### config.mk
export PLATFORM = sky130hd
export DESIGN_NAME = wpi_ctrl
export DESIGN_NICKNAME = d
export VERILOG_FILES = /design/src/wpi_pkg.sv /design/src/wpi_ctrl.sv
export SDC_FILE = /design/constraint.sdc
export NUM_CORES = 1
export LEC_CHECK = 0
export ABC_CLOCK_PERIOD_IN_PS = 2200
export BUFFER_PORTS_ARGS = -buffer_cell sky130_fd_sc_hd__buf_2
export CAP_MARGIN = 10
export CORE_AREA = 3 3 47 49
export CTS_CLUSTER_DIAMETER = 40
export DETAILED_ROUTE_END_ITERATION = 8
export DIE_AREA = 0 0 50 52
export PLACE_DENSITY = 0.75
export SETUP_SLACK_MARGIN = 0.4
export SLEW_MARGIN = 10
export SYNTH_ARGS = -nofsm -noshare
export SYNTH_HDL_FRONTEND = slang
export SYNTH_SLANG_ARGS = --single-unit
### constraint.sdc
create_clock -name clock -period 2.2 [get_ports clock]
set_input_delay 0.22 -clock clock [delete_from_list [all_inputs] [get_ports clock]]
set_output_delay 0.22 -clock clock [all_outputs]
set_load 0.02 [all_outputs]
### src/wpi_pkg.sv
`timescale 1ns / 1ps
// ----------------------------------------------------------------------------
// Waypoint path interpolator package
// Shared types, widths and constants for the controller and the datapath.
// ----------------------------------------------------------------------------
package wpi_pkg;

   localparam int MAX_POINTS  = 64;
   localparam int FRAC_EXTRA  = 16;
   localparam int IDX_W       = $clog2(MAX_POINTS);
   localparam int PC_W        = $clog2(MAX_POINTS + 1);
   localparam int COORD_W     = 32;
   localparam int ACC_W       = COORD_W + FRAC_EXTRA;
   localparam int MU_W        = 20;
   localparam int STEPS_W     = 32;
   localparam int SUM_W       = 2 * COORD_W + 2;
   localparam int ROOT_W      = SUM_W / 2;
   localparam int SQRT_ITERS  = ROOT_W;
   localparam int DIV_ITERS   = ACC_W;
   localparam int CNT_W       = $clog2(DIV_ITERS);
   localparam int ENTRY_W     = 2 * COORD_W + 1;

   localparam logic [MU_W-1:0] MOVE_UNIT_RESET   = MU_W'(1678);
   localparam logic [PC_W-1:0] POINT_COUNT_RESET = PC_W'(2);

   typedef enum logic [1:0] {
      CSR_MOVE_UNIT   = 2'd0,
      CSR_POINT_COUNT = 2'd1
   } csr_index_type;

   typedef enum logic [1:0] {
      RD_START,
      RD_END,
      RD_LAST
   } rd_sel_type;

   typedef enum logic [1:0] {
      DIV_N,
      DIV_LAT,
      DIV_LNG
   } div_sel_type;

   typedef enum logic [3:0] {
      ST_IDLE,
      ST_TICK,
      ST_RD_END,
      ST_GOT_END,
      ST_SQ_LAT,
      ST_SQ_LNG,
      ST_SQRT_INIT,
      ST_SQRT_RUN,
      ST_DIV_INIT,
      ST_DIV_RUN,
      ST_DIV_STORE,
      ST_SEG_LOAD,
      ST_LAST_LOAD,
      ST_OUT
   } state_type;

   typedef struct packed {
      logic        mem_wr;
      logic        rd_en;
      rd_sel_type  rd_sel;
      logic        latch_start;
      logic        latch_end;
      logic        sq_lat;
      logic        sq_lng;
      logic        sqrt_init;
      logic        sqrt_step;
      logic        div_init;
      logic        div_step;
      logic        div_store;
      div_sel_type div_sel;
      logic        seg_load;
      logic        last_load;
      logic        step_adv;
      logic        out_load;
   } cmd_type;

   typedef struct packed {
      logic steps_zero;
      logic at_end;
      logic out_free;
   } status_type;

endpackage

### src/wpi_ctrl.sv
`timescale 1ns / 1ps
// ----------------------------------------------------------------------------
// Waypoint path interpolator controller
// Sequences table access, squaring, square root and the shared divider.
// ----------------------------------------------------------------------------
module wpi_ctrl import wpi_pkg::*; (
   input  logic       clock,
   input  logic       reset,
   input  logic       req_valid,
   input  logic       req_kind,
   output logic       req_ready,
   input  status_type status,
   output cmd_type    cmd
);

   state_type          state_ff, state_in;
   logic [CNT_W-1:0]   cnt_ff, cnt_in;
   div_sel_type        div_sel_ff, div_sel_in;

   always_ff @(posedge clock) begin
      if (reset) begin
         state_ff   <= ST_IDLE;
         cnt_ff     <= '0;
         div_sel_ff <= DIV_N;
      end else begin
         state_ff   <= state_in;
         cnt_ff     <= cnt_in;
         div_sel_ff <= div_sel_in;
      end
   end

   always_comb begin
      state_in    = state_ff;
      cnt_in      = cnt_ff;
      div_sel_in  = div_sel_ff;
      cmd         = '0;
      cmd.rd_sel  = RD_START;
      cmd.div_sel = div_sel_ff;
      req_ready   = 1'b0;
      unique case (state_ff)
         ST_IDLE: begin
            req_ready = 1'b1;
            if (req_valid) begin
               if (req_kind) state_in = ST_TICK;
               else cmd.mem_wr = 1'b1;
            end
         end
         ST_TICK: begin
            if (!status.steps_zero) begin
               cmd.step_adv = 1'b1;
               state_in     = ST_OUT;
            end else if (status.at_end) begin
               cmd.rd_en  = 1'b1;
               cmd.rd_sel = RD_LAST;
               state_in   = ST_LAST_LOAD;
            end else begin
               cmd.rd_en  = 1'b1;
               cmd.rd_sel = RD_START;
               state_in   = ST_RD_END;
            end
         end
         ST_RD_END: begin
            cmd.latch_start = 1'b1;
            cmd.rd_en       = 1'b1;
            cmd.rd_sel      = RD_END;
            state_in        = ST_GOT_END;
         end
         ST_GOT_END: begin
            cmd.latch_end = 1'b1;
            state_in      = ST_SQ_LAT;
         end
         ST_SQ_LAT: begin
            cmd.sq_lat = 1'b1;
            state_in   = ST_SQ_LNG;
         end
         ST_SQ_LNG: begin
            cmd.sq_lng = 1'b1;
            state_in   = ST_SQRT_INIT;
         end
         ST_SQRT_INIT: begin
            cmd.sqrt_init = 1'b1;
            cnt_in        = '0;
            state_in      = ST_SQRT_RUN;
         end
         ST_SQRT_RUN: begin
            cmd.sqrt_step = 1'b1;
            cnt_in        = cnt_ff + 1'b1;
            if (cnt_ff == CNT_W'(SQRT_ITERS - 1)) begin
               div_sel_in = DIV_N;
               state_in   = ST_DIV_INIT;
            end
         end
         ST_DIV_INIT: begin
            cmd.div_init = 1'b1;
            cnt_in       = '0;
            state_in     = ST_DIV_RUN;
         end
         ST_DIV_RUN: begin
            cmd.div_step = 1'b1;
            cnt_in       = cnt_ff + 1'b1;
            if (cnt_ff == CNT_W'(DIV_ITERS - 1)) state_in = ST_DIV_STORE;
         end
         ST_DIV_STORE: begin
            cmd.div_store = 1'b1;
            unique case (div_sel_ff)
               DIV_N: begin
                  div_sel_in = DIV_LAT;
                  state_in   = ST_DIV_INIT;
               end
               DIV_LAT: begin
                  div_sel_in = DIV_LNG;
                  state_in   = ST_DIV_INIT;
               end
               default: state_in = ST_SEG_LOAD;
            endcase
         end
         ST_SEG_LOAD: begin
            cmd.seg_load = 1'b1;
            state_in     = ST_OUT;
         end
         ST_LAST_LOAD: begin
            cmd.last_load = 1'b1;
            state_in      = ST_OUT;
         end
         ST_OUT: begin
            if (status.out_free) begin
               cmd.out_load = 1'b1;
               state_in     = ST_IDLE;
            end
         end
         default: state_in = ST_IDLE;
      endcase
   end

endmodule

; ---- Yosys cells after proc, flatten, opt, wreduce, memory -nomap -nowiden
; Cells that the tools add are included.
[totals]
romBits = 0
regBits = 12
n_memories = 0
input_bits = 7
mem_bits_rw = 0
latchBits = 0
[op_classes]
bitwise = 0
n_mul = 0
muxes = 35
shifts = 0
div_mod_pow = 0
magnitude_cmp = 0
addsub = 1
n_eq_ne = 22
reduce_logical = 10
[ops]
columns = operator, n
row1 = one-hot mux 4 bit (13 select lines), 1
row2 = 2-to-1 mux 4 bit, 7
row3 = "== test 4 bit, second input constant", 6
row4 = 2-to-1 mux 1 bit, 19
row5 = "== test 4 x 3 -> 1 bit, second input constant", 4
row6 = "== test 6 bit, second input constant", 2
row7 = one-hot mux 6 bit (2 select lines), 1
row8 = "!= test 2 bit, second input constant", 5
row9 = "== test 4 x 2 -> 1 bit, second input constant", 2
row10 = one-hot mux 2 bit (2 select lines), 2
row11 = OR reduction 2 bit, 4
row12 = "adder 6 x 1 -> 6 bit, second input constant", 1
row13 = 2-to-1 mux 2 bit, 3
row14 = one-hot mux 3 bit (2 select lines), 1
row15 = AND reduction 5 bit, 1
row16 = "== test 4 x 1 -> 1 bit, second input constant", 1
row17 = zero test 4 bit, 1
row18 = nonzero test 2 bit, 2
row19 = 2-to-1 mux 3 bit, 1
row20 = "!= test 3 bit, second input constant", 1
row21 = AND reduction 3 bit, 1
row22 = "== test 2 x 1 -> 1 bit, second input constant", 1
row23 = zero test 2 bit, 1

; ---- Longest topological paths before layout
; Gate-level depths: netlist of the first run.
[depth]
depth_word = 4
ltp_mapped = 6
mapped_depth_nobuf = 5

; ---- Worst setup path after synthesis of the first run
; Ideal clock, no wire load.
[synth_path]
path_kind = flip-flop to output port
from = register state_ff[1]
to = output cmd[15] (netlist bit)
n_path_buf = 2
stages_incl_launch_ff = 5
slack_ps = 426
arrival_ps = 1554
path_cell_list = dfxtp_1 -> buf_1 -> nand2b_1 -> nor3_1 -> buf_4
[synth_rtl]
columns = element, line
row1 = start: declaration, wpi_ctrl.sv:16  ; state_type state_ff, state_in;
row2 = start signal: assignment, wpi_ctrl.sv:26  ; state_ff <= state_in;
row3 = end: declaration, wpi_ctrl.sv:13  ; output cmd_type cmd

==> impl_metrics.env, run 1 <==
export IMPL_rows=16
export IMPL_cts_sinks=12
export IMPL_drive_above_1_share_pct=31.8
export IMPL_io_pins=27
export IMPL_grt_pass1_vias=890
export IMPL_synth_edff_count=0
export IMPL_slew_headroom_pct=70.5
export IMPL_rr_endpoint="state_ff[2]$_SDFFE_PP0P_"
export IMPL_grt_overflow_total=0
export IMPL_max_freq_ghz=0.580
export IMPL_finalHoldViolCount=0
export IMPL_finalMaxSlewViolations=0
export IMPL_syn_avg_cell_area_um2=7.15
export IMPL_tns_ns=0
export IMPL_leakage_nw=0.521
export IMPL_synth_area_leaders="dfxtp_1, nor2_1, a21oi_1, nor2b_1, nand4b_1"
export IMPL_ys_seq_area_share_pct=26.7
export IMPL_whs_path_depth=3
export IMPL_wirelength_met1_mm=1.05
export IMPL_antenna_found_initial=0
export IMPL_grt_use_total_pct=19.4
export IMPL_r2r_setup_slack_ns=0.52
export IMPL_vias_per_cell=5.57
export IMPL_dp_hpwl_mm=1.74
export IMPL_crit_start="state_ff[1]$_SDFFE_PP0P_"
export IMPL_synthArstFlopShare_pct=0
export IMPL_die_w_um=50
export IMPL_slowest_stage="or4_4"
export IMPL_critPathLaunchType="flop"
export IMPL_drt_iter0_markers=46
export IMPL_wirelength_mm=2.41
export IMPL_coreArea_um2=1900
export IMPL_routedWlPerCell_um=13.3
export IMPL_drtPass1Iterations=6
export IMPL_critPathCapture="cmd[18]"
export IMPL_synth_cell_types=36
export IMPL_fin_nets=164
export IMPL_wl_met2_mm=1.20
export IMPL_rsz0062_at_grt="no"
export IMPL_clkTransAtPathRegs_ns=0.08
export IMPL_synthCells=126
export IMPL_syn_area_um2=901
export IMPL_worst_pin_slew_ns=0.430
export IMPL_die_area_um2=2600
export IMPL_post_route_drc_count=0
export IMPL_r2r_cells=5
export IMPL_maxUsedRoutingLayer="met4"
export IMPL_htreeDepth=1
export IMPL_syn_nets=135
export IMPL_finalCritPeriodShare_pct=78.3
export IMPL_area_growth_pct=26.1
export IMPL_crit_chain="or4_4, nor3b_2, buf_4"
export IMPL_synth_area_leader_cell="dfxtp_1"
export IMPL_drv_cap=0
export IMPL_antenna_cells=0
export IMPL_root_buffer="clkbuf_4"
export IMPL_path_class="flop to primary output"
export IMPL_cp_slowest_stage_delay_ns=0.55
export IMPL_skew_ns=0.00669
export IMPL_setup_viol=0
export IMPL_synthFlopType="dfxtp_1"
export IMPL_critPathRequiredTime_ns=1.98
export IMPL_hp_class="input pin to flop"
export IMPL_total_power_mw=1.28
export IMPL_clockBufferDepth=2
export IMPL_start_util_pct=47.4
export IMPL_ir_drop_mv=0.517
export IMPL_grt_start_max_net_pins=15
export IMPL_numPortBuffers=26
export IMPL_wl_met3_um=150
export IMPL_numCtsBuffers=3
export IMPL_ys_warn_count=0
export IMPL_synth_seq_cells=12
export IMPL_clock_latency_ns=0.28
export IMPL_r2r_start="state_ff[1]$_SDFFE_PP0P_"
export IMPL_status="completed"
export IMPL_globalplace_congestion=0.905
export IMPL_grt_pass1_wl_mm=3.89
export IMPL_vias=1008
export IMPL_p_per_area_nw_per_um2=1130
export IMPL_end_kind="primary output"
export IMPL_worstPathArrival_ns=1.50
export IMPL_critPathMaxFanout=4
export IMPL_cts_hold_buf=0
export IMPL_synth_top_area_share_pct=26.7
export IMPL_die_h_um=52
export IMPL_cts_tree="yes"
export IMPL_drt_antenna_violating_nets=0
export IMPL_period_minus_slack_ns=1.72
## metrics by stage
step           setup WS (ns)  hold slack (ns)  instances  instance area (um^2)  utilization (%)
3_3_place_gp           0.384            0.482        172                  1040             54.6
3_5_place_dp           0.342            0.490        172                  1040             54.6
5_1_grt                0.410            0.278        181                  1140             59.7
4_1_cts                0.403            0.272        178                  1110             58.2
2_1_floorplan          0.426            0.383        126                   901                -
6_report               0.477            0.273        181                  1140             59.7
## cells in the final DEF (no fill, tap or decap), types with 2 or more instances in the layout
cell	instances
dfxtp_1	8
nor2b_1	6
buf_4	9
dfxtp_4	2
a21oi_1	10
o21ai_0	7
buf_2	25
dfxtp_2	2
o32ai_1	2
clkbuf_4	3
a31o_2	2
nand2_1	9
nand3_1	6
ha_1	2
nor3_1	7
nor4_1	2
nand4b_1	4
and3_1	2
inv_1	7
nor2_1	14
or3_1	2
nand2b_1	4
a21o_1	2
a31oi_1	3
## logic make-up (layout without fill, tap and decap cells)
| kind of cell | Yosys count | in the layout | synth area share (%) |
|---|---|---|---|
| fa+ha+maj | 2 | 2 | 2.78 |
| xor+xnor | 1 | 1 | 0.972 |
| mux | 3 | 3 | 4.03 |
| simple gates | 61 | 61 | 36.2 |
| flops | 12 | 12 | 26.7 |
| compound gates | 30 | 30 | 21.0 |
| buf+inv | 17 | 45 | 8.33 |
## worst min-delay path by stage
stage | from | to | slack, ns
final | status[0] | state_ff[3]$_SDFFE_PP0P_ | 0.27
after global routing | status[0] | state_ff[3]$_SDFFE_PP0P_ | 0.28
after CTS | reset | cnt_ff[3]$_SDFFE_PP0P_ | 0.27
after detailed placement | cnt_ff[5]$_SDFFE_PP0P_ | cnt_ff[5]$_SDFFE_PP0P_ | 0.49
after global placement | cnt_ff[5]$_SDFFE_PP0P_ | cnt_ff[5]$_SDFFE_PP0P_ | 0.48
after floorplan | reset | state_ff[0]$_SDFFE_PP0P_ | 0.38
## flip-flops by register name (all words and copies together), names as in the netlist
register	flops
state_ff	4
div_sel_ff	2
cnt_ff	6
## timing repair
action | in CTS | in global routing
gates resized for setup | 6 | 4
setup endpoints to repair | 2 | 5
setup buffers | 2 | 3
gates cloned | 0 | 0
pin swaps | 0 | 1
endpoints found under the hold margin | 0 | 0
## worst max-delay path, delay by kind of cell (launching register included)
| family | cells | cell delay (ns) |
|---|---|---|
| AND/OR/NAND/NOR | 2 | 0.71 |
| flip-flops | 1 | 0.36 |
| buffers and inverters | 1 | 0.16 |
## metal layers
layer / GRT usage, % / vias to the layer above
li1: - / 505
met1: 23.5 / 462
met2: 32.8 / 39
met3: 2.58 / 2
met4: 11.1 / 0
met5: 0 / -
## synthesized netlist by cell type, types with 3 or more instances
cell / number
a21oi_1: 10
a31oi_1: 3
clkbuf_1: 7
dfxtp_1: 12
inv_1: 7
nand2_1: 9
nand2b_1: 4
nand3_1: 6
nand4b_1: 4
nor2_1: 14
nor2b_1: 6
nor3_1: 7
o21ai_0: 7
## where the power goes
group	switching [mW]	internal, mW	total [mW]	leakage [nW]
Combinational	0.446	0.329	0.776	0.400
Sequential	0.0609	0.263	0.324	0.0994
Clock	0.0790	0.101	0.180	0.0210
Total	0.586	0.693	1.28	0.521
## cell type report
cell class	instances	area (um^2)
Multi-Input combinational cell	97	597
Sequential cell	12	250
Timing Repair Buffer	34	193
Fill cell	166	766
Inverter	7	26.3
Clock buffer	4	36.3
Tap cell	27	33.8
(Power assumes the default switching activity.)
==> run 2: changes to the inputs <==
ABC_CLOCK_PERIOD_IN_PS = 1600   (was 2200)
clock period = 1.6 ns   (was 2.2 ns; I/O delays follow)
==> run 2 against run 1 <==
Net effect: the flow now finishes with violations (negative setup slack); hold slack got worse by 0.021 ns; sequential cell count did not move; design area is 44% higher; routed wire length is 67% higher; sequential share of layout area decreased by 6.7 points; largest cell class unchanged; largest power group unchanged; highest routed layer unchanged.
==> impl_metrics.env, run 2 (synthesized netlist as in run 1, its figures left out) <==
export IMPL_max_freq_ghz=0.550
export IMPL_clkTransAtPathRegs_ns=0.08
export IMPL_start_util_pct=47.4
export IMPL_worst_pin_slew_ns=0.320
export IMPL_grt_pass1_vias=1108
export IMPL_drt_iter0_markers=46
export IMPL_clockBufferDepth=2
export IMPL_worstPathArrival_ns=1.66
export IMPL_layout_common_cells="buf_6, buf_4, nor2_1, buf_2"
export IMPL_finalCritPeriodShare_pct=114
export IMPL_holdWs_ns=0.252
export IMPL_wirelength_mm=4.04
export IMPL_setup_viol=12
export IMPL_cts_sinks=12
export IMPL_htreeDepth=1
export IMPL_dp_hpwl_mm=1.94
export IMPL_dp_slack_ns=0.0246
export IMPL_antenna_found_initial=0
export IMPL_end_kind="primary output"
export IMPL_leakage_nw=0.675
export IMPL_area_growth_pct=82.2
export IMPL_top_register="cnt_ff"
export IMPL_drv_cap=0
export IMPL_worst_slack_ns=-0.218
export IMPL_globalplace_congestion=0.901
export IMPL_period_minus_slack_ns=1.82
export IMPL_vias_per_cell=6.26
export IMPL_numPortBuffers=26
export IMPL_finalMaxSlewViolations=0
export IMPL_postPlaceCellArea_um2=1230
export IMPL_critPathRequiredTime_ns=1.44
export IMPL_finalHoldViolCount=0
export IMPL_grt_pass1_wl_mm=5.20
export IMPL_io_pins=27
export IMPL_skew_ns=0.00840
export IMPL_die_w_um=50
export IMPL_drtPass1Iterations=4
export IMPL_clock_latency_ns=0.27
export IMPL_path_class="flop to primary output"
export IMPL_ir_drop_mv=1.35
export IMPL_drt_antenna_violating_nets=0
export IMPL_coreArea_um2=1900
export IMPL_rows=16
export IMPL_root_buffer="clkbuf_4"
export IMPL_numCtsBuffers=3
export IMPL_rsz0062_at_grt="yes"
export IMPL_fin_nets=183
export IMPL_design_area_um2=1640
export IMPL_p_per_area_nw_per_um2=1680
export IMPL_layout_commonest_cell="buf_6"
export IMPL_grt_start_max_net_pins=14
export IMPL_grt_use_total_pct=26.8
export IMPL_cts_hold_buf=0
export IMPL_critPathMaxFanout=2
export IMPL_post_route_drc_count=0
export IMPL_nFillCells=93
export IMPL_slew_headroom_pct=78.7
export IMPL_critPathLaunchType="flop"
export IMPL_status="complete, but fails checks"
export IMPL_cts_tree="yes"
export IMPL_die_area_um2=2600
export IMPL_die_h_um=52
export IMPL_vias=1246
export IMPL_hp_class="input pin to flop"
export IMPL_largest_reg_flops=6
export IMPL_grt_overflow_total=0
export IMPL_violations="negative setup slack"
export IMPL_drive_above_1_share_pct=56.4
export IMPL_antenna_cells=0
export IMPL_reg_top3="cnt_ff x6, state_ff x4, div_sel_ff x2"
export IMPL_routedWlPerCell_um=20.3
==> run 2: cell types whose count changed in the layout (fill, tap and decap cells not counted), moves of 5 or more <==
cell     before  now
nor2_1       14    9
o21ai_0       7    2
buf_4         9   18
buf_6         0   25
buf_2        25    8
nor3_4        0    6
nor2_4        0    5
nor3_1        7    0
==> run 2: per-layer routing <==
layer / vias to the layer above / global-route usage, % / share of wire [%]
met3: 25 / 6.88 / 8.9
met2: 101 / 48.9 / 50
met1: 572 / 28.3 / 35
met4: 0 / 12.9 / 5.6
met5: - / 0 / 0
li1: 548 / - / -
==> run 2: power breakdown <==
| group | internal, mW | total, mW | switching [mW] |
|---|---|---|---|
| clock | 0.0871 | 0.189 | 0.102 |
| sequential | 0.365 | 0.437 | 0.0721 |
| combinational | 1.00 | 2.14 | 1.14 |
| total | 1.45 | 2.77 | 1.31 |
==> run 2: critical path, cell delays in order, from the launching register on <==
cell and delay (ns):
dfxtp_2 0.34, or4_4 0.55, buf_6 0.14, nor3b_4 0.20
buf_6 0.15
==> run 2: final timing paths <==
kind	start	end	slack, ns	cells past startpoint
setup reg to reg	state_ff[2]$_SDFFE_PP0P_	cnt_ff[5]$_SDFFE_PP0P_	-0.15	5
setup / recovery	state_ff[1]$_SDFFE_PP0P_	cmd[18]	-0.22	4
hold reg to reg	cnt_ff[5]$_SDFFE_PP0P_	cnt_ff[5]$_SDFFE_PP0P_	0.51	2
hold / removal	reset	cnt_ff[2]$_SDFFE_PP0P_	0.25	2
==> run 2: timing repair <==
item	4_1_cts	5_1_grt
setup endpoints to repair	30	30
buffers inserted	6	3
pin swaps	11	5
endpoints found under the hold margin	0	0
resized for setup	64	26
==> run 2: area by class of cell <==
class / count / area (um^2) / share of cell area (%)
Inverter: 7 / 31.3 / 1.91
Tap cell: 27 / 33.8 / 2.06
Sequential cell: 12 / 251 / 15.3
Multi-Input combinational cell: 97 / 811 / 49.4
Clock buffer: 3 / 22.5 / 1.37
Timing Repair Buffer: 53 / 492 / 30.0
==> run 2: stage by stage <==
step	utilization [%]	setup TNS, ns	power (mW)	cells
after global placement	64.9	0	1.72	187
final	86.3	-1.10	2.77	199
after CTS	79.0	-0.480	2.36	196
after detailed placement	64.9	0	1.75	187
after floorplan	-	0	1.36	126
after global routing	86.3	-1.58	2.86	199
